[src/rtl/core/pts_pkg.sv]
package pts_pkg;

    localparam int POS_W      = 16;
    localparam int GAIN_W     = 9;
    localparam int CFG_DATA_W = 64;
    localparam int CFG_IDX_W  = 3;
    localparam int LEN_W      = 5;

    typedef logic [1:0] t_law;

    localparam t_law LAW_TABLE = 2'd0;
    localparam t_law LAW_SWAP  = 2'd1;
    localparam t_law LAW_STEP  = 2'd2;

    localparam logic [CFG_IDX_W-1:0] REG_CURVE_LOW  = 3'd0;
    localparam logic [CFG_IDX_W-1:0] REG_CURVE_MID  = 3'd1;
    localparam logic [CFG_IDX_W-1:0] REG_CURVE_HIGH = 3'd2;
    localparam logic [CFG_IDX_W-1:0] REG_CURVE_LEN  = 3'd3;
    localparam logic [CFG_IDX_W-1:0] REG_PAN_LAW    = 3'd4;

    localparam logic [GAIN_W-1:0] GAIN_UNITY  = 9'd256;
    localparam logic [GAIN_W-1:0] STEP_TOP    = 9'd255;
    localparam logic [GAIN_W-1:0] STEP_SIZE   = 9'd25;
    localparam logic [7:0]        STEP_CENTER = 8'd10;
    // farthest step that still stays at or above zero
    localparam logic [7:0]        STEP_MAX    = 8'd10;

    typedef struct packed {
        t_law law;
        logic empty;
    } t_cfg;

endpackage

[src/rtl/core/pts_pan_if.sv]
interface pts_pan_if;
    logic                        valid;
    logic                        ready;
    logic [pts_pkg::POS_W-1:0]   pan_position;

    modport source (output valid, output pan_position, input ready);
    modport sink   (input valid, input pan_position, output ready);
endinterface

[src/rtl/core/pts_gain_if.sv]
interface pts_gain_if;
    logic                        valid;
    logic                        ready;
    logic [pts_pkg::GAIN_W-1:0]  gain_left;
    logic [pts_pkg::GAIN_W-1:0]  gain_right;
    logic                        gain_clipped;

    modport source (output valid, output gain_left, output gain_right,
                    output gain_clipped, input ready);
    modport sink   (input valid, input gain_left, input gain_right,
                    input gain_clipped, output ready);
endinterface

[src/rtl/core/pan_table_stereo_balance.sv]
// Stereo balance from a pan position: each pan_position item (index in the
// high byte, fraction in the low byte) gives one item of left/right gains in
// 1/256 units, 256 being unity. Table laws interpolate a loaded curve of up to
// CURVE_ENTRIES bytes at the position and at its mirror, doubled; the step
// law gives 255 minus 25 per step from index 10 and flags saturation at zero.
// The path is two registers deep (input register, result register): an item
// is captured in the input register, and its gains are offered on the output
// from the result register; one item is taken every cycle while the output
// side keeps up. Write configuration only while no items are in flight.
module pan_table_stereo_balance #(
    parameter int CURVE_ENTRIES = 24
) (
    input  logic                            i_clk,
    input  logic                            i_rst_n,
    input  logic                            i_cfg_we,
    input  logic [pts_pkg::CFG_IDX_W-1:0]   i_cfg_idx,
    input  logic [pts_pkg::CFG_DATA_W-1:0]  i_cfg_data,
    pts_pan_if.sink                         i_pan,
    pts_gain_if.source                      o_gain
);

    localparam int LAST_W = $clog2(CURVE_ENTRIES);

    logic [7:0]                 curve [CURVE_ENTRIES];
    logic [LAST_W-1:0]          last;
    pts_pkg::t_cfg              cfg;

    logic                       r_in_valid;
    logic [pts_pkg::POS_W-1:0]  r_pos;
    logic                       r_out_valid;
    logic [pts_pkg::GAIN_W-1:0] r_left;
    logic [pts_pkg::GAIN_W-1:0] r_right;
    logic                       r_clipped;

    logic [pts_pkg::GAIN_W-1:0] n_left;
    logic [pts_pkg::GAIN_W-1:0] n_right;
    logic                       n_clipped;

    logic                       out_adv;
    logic                       in_adv;

    pts_cfg_regs #(.CURVE_ENTRIES(CURVE_ENTRIES)) u_cfg (
        .i_clk      (i_clk),
        .i_rst_n    (i_rst_n),
        .i_cfg_we   (i_cfg_we),
        .i_cfg_idx  (i_cfg_idx),
        .i_cfg_data (i_cfg_data),
        .o_curve    (curve),
        .o_last     (last),
        .o_cfg      (cfg)
    );

    pts_gain_core #(.CURVE_ENTRIES(CURVE_ENTRIES)) u_core (
        .i_pos      (r_pos),
        .i_curve    (curve),
        .i_last     (last),
        .i_cfg      (cfg),
        .o_left     (n_left),
        .o_right    (n_right),
        .o_clipped  (n_clipped)
    );

    assign out_adv     = !r_out_valid || o_gain.ready;
    assign in_adv      = !r_in_valid || out_adv;
    assign i_pan.ready = in_adv;

    always_ff @(posedge i_clk) begin
        if (!i_rst_n) begin
            r_in_valid  <= 1'b0;
            r_out_valid <= 1'b0;
        end else begin
            if (in_adv) begin
                r_in_valid <= i_pan.valid;
            end
            if (out_adv) begin
                r_out_valid <= r_in_valid;
            end
        end
    end

    always_ff @(posedge i_clk) begin
        if (in_adv && i_pan.valid) begin
            r_pos <= i_pan.pan_position;
        end
        if (out_adv && r_in_valid) begin
            r_left    <= n_left;
            r_right   <= n_right;
            r_clipped <= n_clipped;
        end
    end

    assign o_gain.valid        = r_out_valid;
    assign o_gain.gain_left    = r_left;
    assign o_gain.gain_right   = r_right;
    assign o_gain.gain_clipped = r_clipped;

endmodule

[src/rtl/core/pts_cfg_regs.sv]
module pts_cfg_regs #(
    parameter int CURVE_ENTRIES = 24
) (
    input  logic                              i_clk,
    input  logic                              i_rst_n,
    input  logic                              i_cfg_we,
    input  logic [pts_pkg::CFG_IDX_W-1:0]     i_cfg_idx,
    input  logic [pts_pkg::CFG_DATA_W-1:0]    i_cfg_data,
    output logic [7:0]                        o_curve [CURVE_ENTRIES],
    output logic [$clog2(CURVE_ENTRIES)-1:0]  o_last,
    output pts_pkg::t_cfg                     o_cfg
);

    localparam int LAST_W = $clog2(CURVE_ENTRIES);

    logic [7:0]                   r_curve [CURVE_ENTRIES];
    logic [LAST_W-1:0]            r_last;
    logic                         r_empty;
    pts_pkg::t_law                r_law;
    logic [pts_pkg::LEN_W-1:0]    len_sat;

    genvar e;
    generate
        for (e = 0; e < CURVE_ENTRIES; e++) begin : g_entry
            localparam int WORD = e / 8;
            localparam int BYTE = e % 8;
            always_ff @(posedge i_clk) begin
                if (!i_rst_n) begin
                    r_curve[e] <= 8'd0;
                end else if (i_cfg_we &&
                             i_cfg_idx == pts_pkg::REG_CURVE_LOW +
                                          pts_pkg::CFG_IDX_W'(WORD)) begin
                    r_curve[e] <= i_cfg_data[BYTE*8 +: 8];
                end
            end
            assign o_curve[e] = r_curve[e];
        end
    endgenerate

    assign len_sat = (i_cfg_data[pts_pkg::LEN_W-1:0] > pts_pkg::LEN_W'(CURVE_ENTRIES))
                   ? pts_pkg::LEN_W'(CURVE_ENTRIES)
                   : i_cfg_data[pts_pkg::LEN_W-1:0];

    always_ff @(posedge i_clk) begin
        if (!i_rst_n) begin
            r_last  <= '0;
            r_empty <= 1'b1;
            r_law   <= pts_pkg::LAW_TABLE;
        end else if (i_cfg_we) begin
            if (i_cfg_idx == pts_pkg::REG_CURVE_LEN) begin
                r_empty <= (len_sat == '0);
                r_last  <= LAST_W'(len_sat - pts_pkg::LEN_W'(1));
            end
            if (i_cfg_idx == pts_pkg::REG_PAN_LAW) begin
                r_law <= i_cfg_data[1:0];
            end
        end
    end

    assign o_last      = r_last;
    assign o_cfg.law   = r_law;
    assign o_cfg.empty = r_empty;

endmodule

[src/rtl/core/pts_curve_read.sv]
module pts_curve_read #(
    parameter int CURVE_ENTRIES = 24
) (
    input  logic [pts_pkg::POS_W-1:0]         i_pos,
    input  logic [7:0]                        i_curve [CURVE_ENTRIES],
    input  logic [$clog2(CURVE_ENTRIES)-1:0]  i_last,
    output logic [pts_pkg::GAIN_W-1:0]        o_gain
);

    localparam int LAST_W = $clog2(CURVE_ENTRIES);

    logic [7:0]        idx_raw;
    logic              over;
    logic [LAST_W-1:0] idx;
    logic [LAST_W-1:0] idx_nxt;
    logic [7:0]        frac;
    logic [7:0]        v;
    logic [7:0]        n;
    logic [7:0]        delta;
    logic [15:0]       prod;
    logic [7:0]        res;

    assign idx_raw = i_pos[15:8];
    assign over    = idx_raw > 8'(i_last);
    assign idx     = over ? i_last : LAST_W'(idx_raw);
    assign frac    = over ? 8'd0 : i_pos[7:0];
    assign idx_nxt = (idx < i_last) ? LAST_W'(idx + LAST_W'(1)) : idx;
    assign v       = i_curve[idx];
    assign n       = i_curve[idx_nxt];
    assign delta   = n - v;
    assign prod    = 16'(delta) * 16'(frac);
    assign res     = v + prod[15:8];
    assign o_gain  = {res, 1'b0};

endmodule

[src/rtl/core/pts_gain_core.sv]
module pts_gain_core #(
    parameter int CURVE_ENTRIES = 24
) (
    input  logic [pts_pkg::POS_W-1:0]         i_pos,
    input  logic [7:0]                        i_curve [CURVE_ENTRIES],
    input  logic [$clog2(CURVE_ENTRIES)-1:0]  i_last,
    input  pts_pkg::t_cfg                     i_cfg,
    output logic [pts_pkg::GAIN_W-1:0]        o_left,
    output logic [pts_pkg::GAIN_W-1:0]        o_right,
    output logic                              o_clipped
);

    logic [7:0]                 idx;
    logic [15:0]                last_pos;
    logic [15:0]                pos_c;
    logic [15:0]                mirror;
    logic [pts_pkg::GAIN_W-1:0] tab_a;
    logic [pts_pkg::GAIN_W-1:0] tab_b;
    logic [7:0]                 step_dist;
    logic [pts_pkg::GAIN_W-1:0] step_drop;

    assign idx      = i_pos[15:8];
    assign last_pos = {8'(i_last), 8'h00};
    assign pos_c    = (idx > 8'(i_last)) ? last_pos : i_pos;
    assign mirror   = last_pos - pos_c;

    pts_curve_read #(.CURVE_ENTRIES(CURVE_ENTRIES)) u_read_a (
        .i_pos   (pos_c),
        .i_curve (i_curve),
        .i_last  (i_last),
        .o_gain  (tab_a)
    );

    pts_curve_read #(.CURVE_ENTRIES(CURVE_ENTRIES)) u_read_b (
        .i_pos   (mirror),
        .i_curve (i_curve),
        .i_last  (i_last),
        .o_gain  (tab_b)
    );

    // distance from the center step, either side
    assign step_dist = (idx <= pts_pkg::STEP_CENTER) ? pts_pkg::STEP_CENTER - idx
                                                     : idx - pts_pkg::STEP_CENTER;
    assign step_drop = pts_pkg::GAIN_W'(step_dist[3:0]) * pts_pkg::STEP_SIZE;

    always_comb begin
        o_left    = pts_pkg::GAIN_UNITY;
        o_right   = pts_pkg::GAIN_UNITY;
        o_clipped = 1'b0;
        case (i_cfg.law)
            pts_pkg::LAW_STEP: begin
                if (idx <= pts_pkg::STEP_CENTER) begin
                    o_left = pts_pkg::STEP_TOP - step_drop;
                end else if (step_dist > pts_pkg::STEP_MAX) begin
                    o_right   = '0;
                    o_clipped = 1'b1;
                end else begin
                    o_right = pts_pkg::STEP_TOP - step_drop;
                end
            end
            pts_pkg::LAW_SWAP: begin
                if (!i_cfg.empty) begin
                    o_left  = tab_b;
                    o_right = tab_a;
                end
            end
            default: begin
                if (!i_cfg.empty) begin
                    o_left  = tab_a;
                    o_right = tab_b;
                end
            end
        endcase
    end

endmodule
[src/flat_wrapper.sv]
// flat-port wrapper written by rule: the top's interface ports become plain ports
module pan_table_stereo_balance_flat 
#(
    parameter int CURVE_ENTRIES = 24
)
  (i_clk, i_rst_n, i_cfg_we, i_cfg_idx, i_cfg_data, i_pan_valid, i_pan_pan_position, i_pan_ready, o_gain_valid, o_gain_gain_left, o_gain_gain_right, o_gain_gain_clipped, o_gain_ready);
  pts_pan_if i_pan_i ();
  pts_gain_if o_gain_i ();
  input  logic i_clk;
  input  logic i_rst_n;
  input  logic i_cfg_we;
  input  logic [pts_pkg::CFG_IDX_W-1:0] i_cfg_idx;
  input  logic [pts_pkg::CFG_DATA_W-1:0] i_cfg_data;
  input wire logic [$bits(i_pan_i.valid)-1:0] i_pan_valid;
  input wire logic [$bits(i_pan_i.pan_position)-1:0] i_pan_pan_position;
  output wire logic [$bits(i_pan_i.ready)-1:0] i_pan_ready;
  output wire logic [$bits(o_gain_i.valid)-1:0] o_gain_valid;
  output wire logic [$bits(o_gain_i.gain_left)-1:0] o_gain_gain_left;
  output wire logic [$bits(o_gain_i.gain_right)-1:0] o_gain_gain_right;
  output wire logic [$bits(o_gain_i.gain_clipped)-1:0] o_gain_gain_clipped;
  input wire logic [$bits(o_gain_i.ready)-1:0] o_gain_ready;
  assign i_pan_i.valid = i_pan_valid;
  assign i_pan_i.pan_position = i_pan_pan_position;
  assign i_pan_ready = i_pan_i.ready;
  assign o_gain_valid = o_gain_i.valid;
  assign o_gain_gain_left = o_gain_i.gain_left;
  assign o_gain_gain_right = o_gain_i.gain_right;
  assign o_gain_gain_clipped = o_gain_i.gain_clipped;
  assign o_gain_i.ready = o_gain_ready;
  pan_table_stereo_balance #(.CURVE_ENTRIES(CURVE_ENTRIES)) u_core (.i_clk(i_clk), .i_rst_n(i_rst_n), .i_cfg_we(i_cfg_we), .i_cfg_idx(i_cfg_idx), .i_cfg_data(i_cfg_data), .i_pan(i_pan_i), .o_gain(o_gain_i));
endmodule
[config.mk]
export PLATFORM = sky130hd
export DESIGN_NAME = pan_table_stereo_balance_flat
export DESIGN_NICKNAME = d
export VERILOG_FILES = /design/src/rtl/core/pts_pkg.sv /design/src/rtl/core/pts_pan_if.sv /design/src/rtl/core/pts_gain_if.sv /design/src/rtl/core/pan_table_stereo_balance.sv /design/src/rtl/core/pts_cfg_regs.sv /design/src/rtl/core/pts_curve_read.sv /design/src/rtl/core/pts_gain_core.sv /design/src/flat_wrapper.sv
export SDC_FILE = /design/constraint.sdc
export NUM_CORES = 1
export LEC_CHECK = 0
export BUFFER_PORTS_ARGS = -buffer_cell sky130_fd_sc_hd__buf_4
export CAP_MARGIN = 10
export CORE_MARGIN = 2
export CORE_UTILIZATION = 64
export CTS_BUF_LIST = sky130_fd_sc_hd__clkbuf_16
export DETAILED_ROUTE_END_ITERATION = 8
export PLACE_DENSITY = 0.83
export SKIP_LAST_GASP = 1
export SLEW_MARGIN = 40
export SYNTH_ARGS = -nofsm -noshare
export SYNTH_HDL_FRONTEND = slang
export SYNTH_SLANG_ARGS = --single-unit
[constraint.sdc]
create_clock -name i_clk -period 18.9 [get_ports i_clk]
set_clock_uncertainty 0.15 [all_clocks]
set_input_delay 2.835 -clock i_clk [delete_from_list [all_inputs] [get_ports i_clk]]
set_output_delay 2.835 -clock i_clk [all_outputs]
set_load 0.05 [all_outputs]
Word-level counts from Yosys, hierarchy flattened
Memories as Yosys holds them, arrays and structs flattened.
Cells that the tools add are included.
{"block": "classes", "n_lt_le_gt_ge": 12, "n_shift": 0, "addsub": 11, "div_mod_pow": 0, "reduce_logical": 14, "n_bitwise": 29, "mul": 3, "n_eq_ne": 6, "n_mux": 63}
{"op": "$mux 8", "count": 35}
{"op": "$bmux 8 s5", "count": 4}
{"op": "$mux 9", "count": 5}
{"op": "$pmux 9 s2", "count": 2}
{"op": "$mul 8x8->16", "count": 2}
{"op": "$mux 5", "count": 5}
{"op": "$ge 6x6->1 const B", "count": 4}
{"op": "$gt 8x5->1", "count": 3}
{"op": "$not 5->6", "count": 4}
{"op": "$or 1x1->1", "count": 24}
{"op": "$add 8x8->8", "count": 2}
{"op": "$mux 16", "count": 1}
{"op": "$sub 13x16->16", "count": 1}
{"op": "$sub 8x8->8", "count": 2}
{"op": "$mux 1", "count": 11}
{"op": "$add 5x1->5 const B", "count": 2}
{"op": "$lt 5x5->1", "count": 2}
{"op": "$mul 4x5->9 const B", "count": 1}
{"op": "$sub 8x9->9 const A", "count": 1}
{"op": "$gt 8x4->1 const B", "count": 1}
{"op": "$le 8x4->1 const B", "count": 1}
{"op": "$sub 4x8->8 const A", "count": 1}
{"op": "$sub 8x4->8 const B", "count": 1}
{"op": "$eq 3x2->1 const B", "count": 2}
{"op": "other kinds (14)", "count": 21}
{"block": "word_totals", "n_memories": 1, "latch_bits": 0, "rom_bits": 0, "inputBits": 88, "output_inout_bits": 21, "elab_cells": 148, "register_bits": 45, "ram_bits": 192}
{"memory": "u_core.u_cfg.r_curve", "words": 24, "word_bits": 8, "rd": 24, "rd_clocked_by_memory_dff": 0, "write_ports": 24, "line_no": "pts_cfg_regs.sv:16", "source": "logic [7:0] r_curve [CURVE_ENTRIES];"}

Depth between registers and ports, before layout
{"block": "logic_depth", "ltp_word": 16, "ltp_mapped": 78, "ltp_nobuf": 67}

Cells and area by module
Synthesis repeated with hierarchy kept, for this count alone.
{"block": "hier_totals", "hier_cells": 2433, "hier_area_um2": 23651.4}
{"module": "pts_cfg_regs", "seq_area_each_um2": 5925.7, "cells_per_inst": 451, "instances": 1, "area_per_inst_um2": 7589.8}
{"module": "pts_curve_read (u_core.u_core.u_read_a)", "seq_area_each_um2": 0.0, "cells_per_inst": 872, "instances": 1, "area_per_inst_um2": 6764.0}
{"module": "pts_curve_read (u_core.u_core.u_read_b)", "seq_area_each_um2": 0.0, "cells_per_inst": 801, "instances": 1, "area_per_inst_um2": 6383.6}
{"module": "pts_gain_core", "seq_area_each_um2": 0.0, "cells_per_inst": 265, "instances": 1, "area_per_inst_um2": 1759.2}
{"module": "pan_table_stereo_balance", "seq_area_each_um2": 1091.0, "cells_per_inst": 44, "instances": 1, "area_per_inst_um2": 1154.9}

Worst setup path after synthesis
Ideal clock, no wire load.
{"block": "synth_path", "path_type": "register to register", "start": "register u_core.u_cfg.r_last[2] (netlist: u_core.u_cfg.o_last[2])", "end": "register u_core.r_right, in the netlist u_core.o_gain.gain_right[8], data pin", "path_stages_with_launch": 76, "t_arrival_ns": 15.197, "setup_ns": 0.174, "n_path_buf": 13, "slack_ns": 3.379, "t_required_ns": 18.576, "synth_period_minus_slack_ns": 15.521, "path_cell_list": "dfxtp_1 > clkbuf_1 > inv_1 > ha_1 > and4_1 > a21o_1 > a21oi_1 > buf_2 > nor2_1 > clkbuf_1 > nor2_1 > a21o_1 > ha_1 > buf_2 > and3_1 > or3_1 > nand4_1 > a211oi_4 > (+40 left out) > fa_1 > ha_1 > and4_1 > nand4_1 > o21ai_0 > nor2_1 > nor2b_1 > o21a_1 > nor2_1 > ha_1 > a21o_1 > a21oi_1 > o21bai_1 > a21oi_1 > o21ai_0 > xnor2_1 > xnor3_1 > a311oi_1"}
{"block": "synth_via", "elab_chain_cells": 16, "word_cells_on_any_way": 40, "cone_classes": "add/sub: 7; mul: 2; order compare: 5; mux: 22; bitwise: 4"}
{"item": "start, declared", "line_no": "pts_cfg_regs.sv:17", "source": "logic [LAST_W-1:0] r_last;"}
{"item": "start signal, assigned", "line_no": "pts_cfg_regs.sv:52", "source": "r_last <= LAST_W'(len_sat - pts_pkg::LEN_W'(1));"}
{"item": "$gt 8x5->1", "line_no": "pts_gain_core.sv:24", "source": "assign pos_c = (idx > 8'(i_last)) ? last_pos : i_pos;"}
{"item": "$mux 16", "line_no": "pts_gain_core.sv:24"}
{"item": "$sub 13x16->16", "line_no": "pts_gain_core.sv:25", "source": "assign mirror = last_pos - pos_c;"}
{"item": "$gt 8x5->1", "line_no": "pts_curve_read.sv:24", "source": "assign over = idx_raw > 8'(i_last);"}
{"item": "$mux 5", "line_no": "pts_curve_read.sv:25", "source": "assign idx = over ? i_last : LAST_W'(idx_raw);"}
{"item": "$add 5x1->5 or $lt 5x5->1 (tied branches)", "line_no": "pts_curve_read.sv:27", "source": "assign idx_nxt = (idx < i_last) ? LAST_W'(idx + LAST_W'(1)) : idx;"}
{"item": "$mux 5", "line_no": "pts_curve_read.sv:27"}
{"item": "$not 5->6 (not written as such)", "line_no": "pts_curve_read.sv:29", "source": "assign n = i_curve[idx_nxt];"}
{"item": "$bmux 8 s5", "line_no": "pts_curve_read.sv:29"}
{"item": "$mux 8 (not written as such) (2 in a row)", "line_no": "pts_curve_read.sv:29"}
{"item": "$sub 8x8->8", "line_no": "pts_curve_read.sv:30", "source": "assign delta = n - v;"}
{"item": "$mul 8x8->16", "line_no": "pts_curve_read.sv:31", "source": "assign prod = 16'(delta) * 16'(frac);"}
{"item": "$add 8x8->8", "line_no": "pts_curve_read.sv:32", "source": "assign res = v + prod[15:8];"}
{"item": "$mux 9", "line_no": "pts_gain_core.sv:68", "source": "if (!i_cfg.empty) begin"}
{"item": "$pmux 9 s2 *", "line_no": "pts_gain_core.sv:50", "source": "case (i_cfg.law)"}
{"item": "net u_core.n_right (one bit)", "line_no": "pan_table_stereo_balance.sv:36", "source": "logic [pts_pkg::GAIN_W-1:0] n_right;"}
{"item": "end signal, assigned", "line_no": "pan_table_stereo_balance.sv:87", "source": "r_right <= n_right;"}
{"item": "end, declared", "line_no": "pan_table_stereo_balance.sv:32", "source": "logic [pts_pkg::GAIN_W-1:0] r_right;"}
Mark *: on every way through the listed nets, which the timed path passes. The rest lies on a longest branch. The select of a mux whose other input is x is not followed.
A chain may end at the register's enable or synchronous reset.

Worst setup path after layout
{"block": "layout_path", "start": "register u_core.u_cfg.r_last[2] (netlist: u_core.u_cfg.o_last[2])", "end": "register u_core.r_left, in the netlist u_core.o_gain.gain_left[8], data pin"}
{"block": "layout_via", "elab_chain_cells": 16, "word_cells_on_any_way": 40, "cone_classes": "add/sub: 7; mul: 2; order compare: 5; mux: 22; bitwise: 4"}
{"item": "$gt 8x5->1", "line_no": "pts_gain_core.sv:24"}
{"item": "$mux 16", "line_no": "pts_gain_core.sv:24"}
{"item": "$sub 13x16->16", "line_no": "pts_gain_core.sv:25"}
{"item": "$gt 8x5->1", "line_no": "pts_curve_read.sv:24"}
{"item": "$mux 5", "line_no": "pts_curve_read.sv:25"}
{"item": "$add 5x1->5 or $lt 5x5->1 (tied branches)", "line_no": "pts_curve_read.sv:27"}
{"item": "$mux 5", "line_no": "pts_curve_read.sv:27"}
{"item": "$not 5->6 (not written as such)", "line_no": "pts_curve_read.sv:29"}
{"item": "$bmux 8 s5", "line_no": "pts_curve_read.sv:29"}
{"item": "$mux 8 (not written as such) (2 in a row)", "line_no": "pts_curve_read.sv:29"}
{"item": "$sub 8x8->8", "line_no": "pts_curve_read.sv:30"}
{"item": "$mul 8x8->16", "line_no": "pts_curve_read.sv:31"}
{"item": "$add 8x8->8", "line_no": "pts_curve_read.sv:32"}
{"item": "$mux 9", "line_no": "pts_gain_core.sv:62", "source": "if (!i_cfg.empty) begin"}
{"item": "$pmux 9 s2 *", "line_no": "pts_gain_core.sv:50"}
{"item": "net u_core.n_left (one bit)", "line_no": "pan_table_stereo_balance.sv:35", "source": "logic [pts_pkg::GAIN_W-1:0] n_left;"}
{"item": "end signal, assigned", "line_no": "pan_table_stereo_balance.sv:86", "source": "r_left <= n_left;"}
{"item": "end, declared", "line_no": "pan_table_stereo_balance.sv:31", "source": "logic [pts_pkg::GAIN_W-1:0] r_left;"}
Marks and branches as above.

==> out/metrics.csv <==
stage,metric,value,unit
logic_synthesis,synth_edf_count,227,
drt,totalWireLength,75.47,mm
job,cap_violations,0,
timing,hold_violations,0,
global_route,grt_pass1_vias,20540,
layout,antennaDiodeCount,0,
placement,port-buffer-count,108,
layout,area_growth,9.705,%
drt,wl_per_cell,25.21,um
setup_path,reg2reg_setup_slack,1.54,ns
setup_path,rr_worst_depth,58,
setup_path,critPathMaxFanout,39,
layout,fin_area,25470,um2
placement,place_area,24490,um2
logic_synthesis,synthCells,2486,
min_path,min_from,u_core.r_in_valid$_SDFFE_PN0N_,
clock_tree,clk_latency,0.60,ns
clock_tree,cts_buffer_depth,3,
timing,rsz0062_at_grt,false,
clock_tree,cts_sinks,237,
logic_synthesis,yosys_warnings,0,
global_route,use_met3,0.1116,
logic_synthesis,ys_seq_elements,237,
global_route,grt_pass1_wl,116.7,mm
die,die_width,194.5,um
placement,dp_hpwl,52.15,mm
setup_path,critPathMaxStageDelay,0.73,ns
power,powerDensity,132.2,nW/um2
min_path,worstHoldEndpoint,u_core.o_gain.valid$_SDFFE_PN0P_,
die,num_rows,69,
clock_tree,cts_tree,yes,
clock_tree,clk_pin_slew,0.06,ns
drt,vias,20920,
drt,via_per_inst,6.990,
setup_path,end_kind,flip-flop,
logic_synthesis,synth.avg_cell_area,9.340,um2
timing,fin_crit_sh,0.9186,
setup_path,start_kind,flip-flop,
setup_path,crit_arrival,17.64,ns
logic_synthesis,synthTopCellsByArea,"edfxtp_1 29%, mux4_2 8.6%, ha_1 8.0%",
min_path,hp-class,flip-flop to flip-flop,
outcome,status,"finished, final reports clean",
logic_synthesis,synth_top_area_cell,edfxtp_1,
logic_synthesis,synth.net_count,2797,
drt,drc,0,
setup_path,worstSetupPathType,flip-flop to flip-flop,
timing,fmax,57.60,MHz
die,ios,109,
setup_path,rr_startpoint,u_core.u_cfg.o_last[2]$_SDFFE_PN0P_,
clock_tree,cts_hold_buf,0,
timing,tightestPinTransition,1.050,ns
logic_synthesis,synth_cell_type_count,80,
drt,first_pass_iters,8,
global_route,grt_use_met2,0.6031,
setup_path,required,19.18,ns
logic_synthesis,ys_seq_area_frac,0.3022,
setup_path,r2r-end,u_core.o_gain.gain_left[8]$_DFFE_PP_,
clock_tree,numCtsBuffers,27,
logic_synthesis,synth-async-reset-ratio,0,
global_route,busiest_layer,met2,
layout,nets,2823,
timing,drv_slew,0,
logic_synthesis,synth_top_flop_cell,edfxtp_1,
logic_synthesis,netlist_area,23220,um2
global_route,grt-ovfl-total,0,
clock_tree,htreeDepth,1,
timing,setup_viol,0,
clock_tree,cts_root_buffer,clkbuf_16,
drt,dr.first_iter.drc_count,3104,
global_route,grt_max_degree,69,
setup_path,cp_common_cell,a21oi_1,
layout,final_common_cell,nand2_1,
die,initial_core_util,0.6512,
timing,tns,0,ns
layout,layout_common_cells,"408 x nand2_1, 227 x edfxtp_1, 208 x and2_1, 149 x buf_4, 147 x ha_1",
global_route,track_usage,0.3977,
die,dieArea,37820,um2
timing,min_period,17.36,ns
setup_path,cp_slowest_cell,mux2i_1,
global_route,met1_usage,0.5131,
die,fp.coreArea,35660,um2
min_path,hold_depth,1,
placement,gp_congestion,0.9956,
layout,drive_above_1_share,0.1394,
die,die_y,194.5,um
logic_synthesis,synth_top_area_frac,0.2936,
timing,fin_hold_ws,0.3585,ns
setup_path,cp-startpoint,u_core.u_cfg.o_last[2]$_SDFFE_PN0P_,
drt,postRouteAntennaNets,0,
clock_tree,post_cts.repair.setup_buffers,0,
timing,max_slew_margin,0.2977,
power,p_leak,10.74,nW
clock_tree,cts_resized,0,
global_route,grt_antenna_before_repair,1,
power,ir_worst_vdd,0.1094,mV
==> final cells by class <==
class / count / area (um2)
multi-input combinational: 1944 / 15220
fill: 2598 / 10180
sequential: 237 / 7017
timing repair buffer: 153 / 1164
clock buffer: 27 / 675.6
tap: 461 / 576.8
inverter: 149 / 561.8
clock inverter: 22 / 261.5
==> cell usage after synthesis, drive strengths merged, types with 6 or more instances <==
cell and count:
a31o 12, a311o 8, o211a 7, fa 75, o21bai 15, nor4 7
nor2 128, mux2i 97, xnor2 42, or3 7, a211oi 24, o22ai 12
nor2b 18, or4 6, dfxtp 10, a22oi 14, nor3 31, nor3b 8
mux2 6, edfxtp 227, clkbuf 102, o221ai 8, inv 149, ha 148
a21o 22, nand2 409, a21oi 82, or2 10, xor2 18, buf 54
o21a 8, and4 7, a311oi 32, nand2b 9, o21ai 69, and3 78
nand4 22, and2 209, nand3 101, a31oi 41, o211ai 14, mux4 89
==> per-stage QoR <==
stage	setup WS, ns	cells	total power, mW	utilization
floorplan	3.379	2486	2.016	-
global placement	1.911	2944	2.621	0.6847
detailed placement	1.951	2944	2.680	0.6868
CTS	1.855	2993	3.247	0.7131
global route	0.5501	2993	3.496	0.7144
finish	1.538	2993	3.367	0.7144
==> logic make-up after synthesis <==
logic type / Yosys count / synth area share
buffers and inverters: 305 / 0.05151
multiplexers: 192 / 0.1312
AND/OR/NAND/NOR: 1061 / 0.2256
flip-flops: 237 / 0.3022
AO/OA/AOI/OAI: 407 / 0.1209
adder cells (fa/ha/maj): 223 / 0.1444
XOR/XNOR: 61 / 0.02425
==> power by group <==
group	switching (mW)	internal, mW
registers	0.0460	0.612
logic	1.39	0.755
clock network	0.233	0.331
==> worst max path at each step <==
stage,to,slack [ns],cells past startpoint
2_1_floorplan,u_core.o_gain.gain_right[8]$_DFFE_PP_,3.38,75
3_3_place_gp,u_core.o_gain.gain_left[8]$_DFFE_PP_,1.91,59
3_5_place_dp,u_core.o_gain.gain_left[8]$_DFFE_PP_,1.95,58
4_1_cts,u_core.o_gain.gain_left[8]$_DFFE_PP_,1.86,58
5_1_grt,u_core.o_gain.gain_left[8]$_DFFE_PP_,0.55,58
6_report,u_core.o_gain.gain_left[8]$_DFFE_PP_,1.54,58
==> worst max-delay path, delay by kind of cell (launching register included) <==
family	cells	cell delay [ns]
xor gates and xnor gates	5	1.15
DFF	1	0.54
muxes	3	1.87
buffers and inverters	7	1.99
and+or+nand+nor	12	2.86
adders and majority gates	11	4.51
AOI/OAI and AO/OA	20	4.10
==> flip-flops by register name (all words and copies together), names as in the netlist <==
signal                      flops
u_core.o_gain.valid             1
u_core.u_cfg.o_last             5
u_core.u_cfg.r_empty            1
u_core.o_gain.gain_clipped      1
u_core.r_pos                   16
u_core.u_cfg.r_law              2
u_core.o_gain.gain_left         9
u_core.o_gain.gain_right        9
u_core.r_in_valid               1
u_core.u_cfg.r_curve          192
==> per-layer routing <==
| layer | up-vias | share of wire | wire length (um) |
|---|---|---|---|
| met5 | - | 0.00015 | 11 |
| met4 | 2 | 0.073 | 5524 |
| met2 | 1637 | 0.43 | 32810 |
| met1 | 9819 | 0.36 | 26810 |
| met3 | 448 | 0.14 | 10310 |
| li1 | 9014 | - | - |
Note: power is estimated with default switching activity, not from simulation.
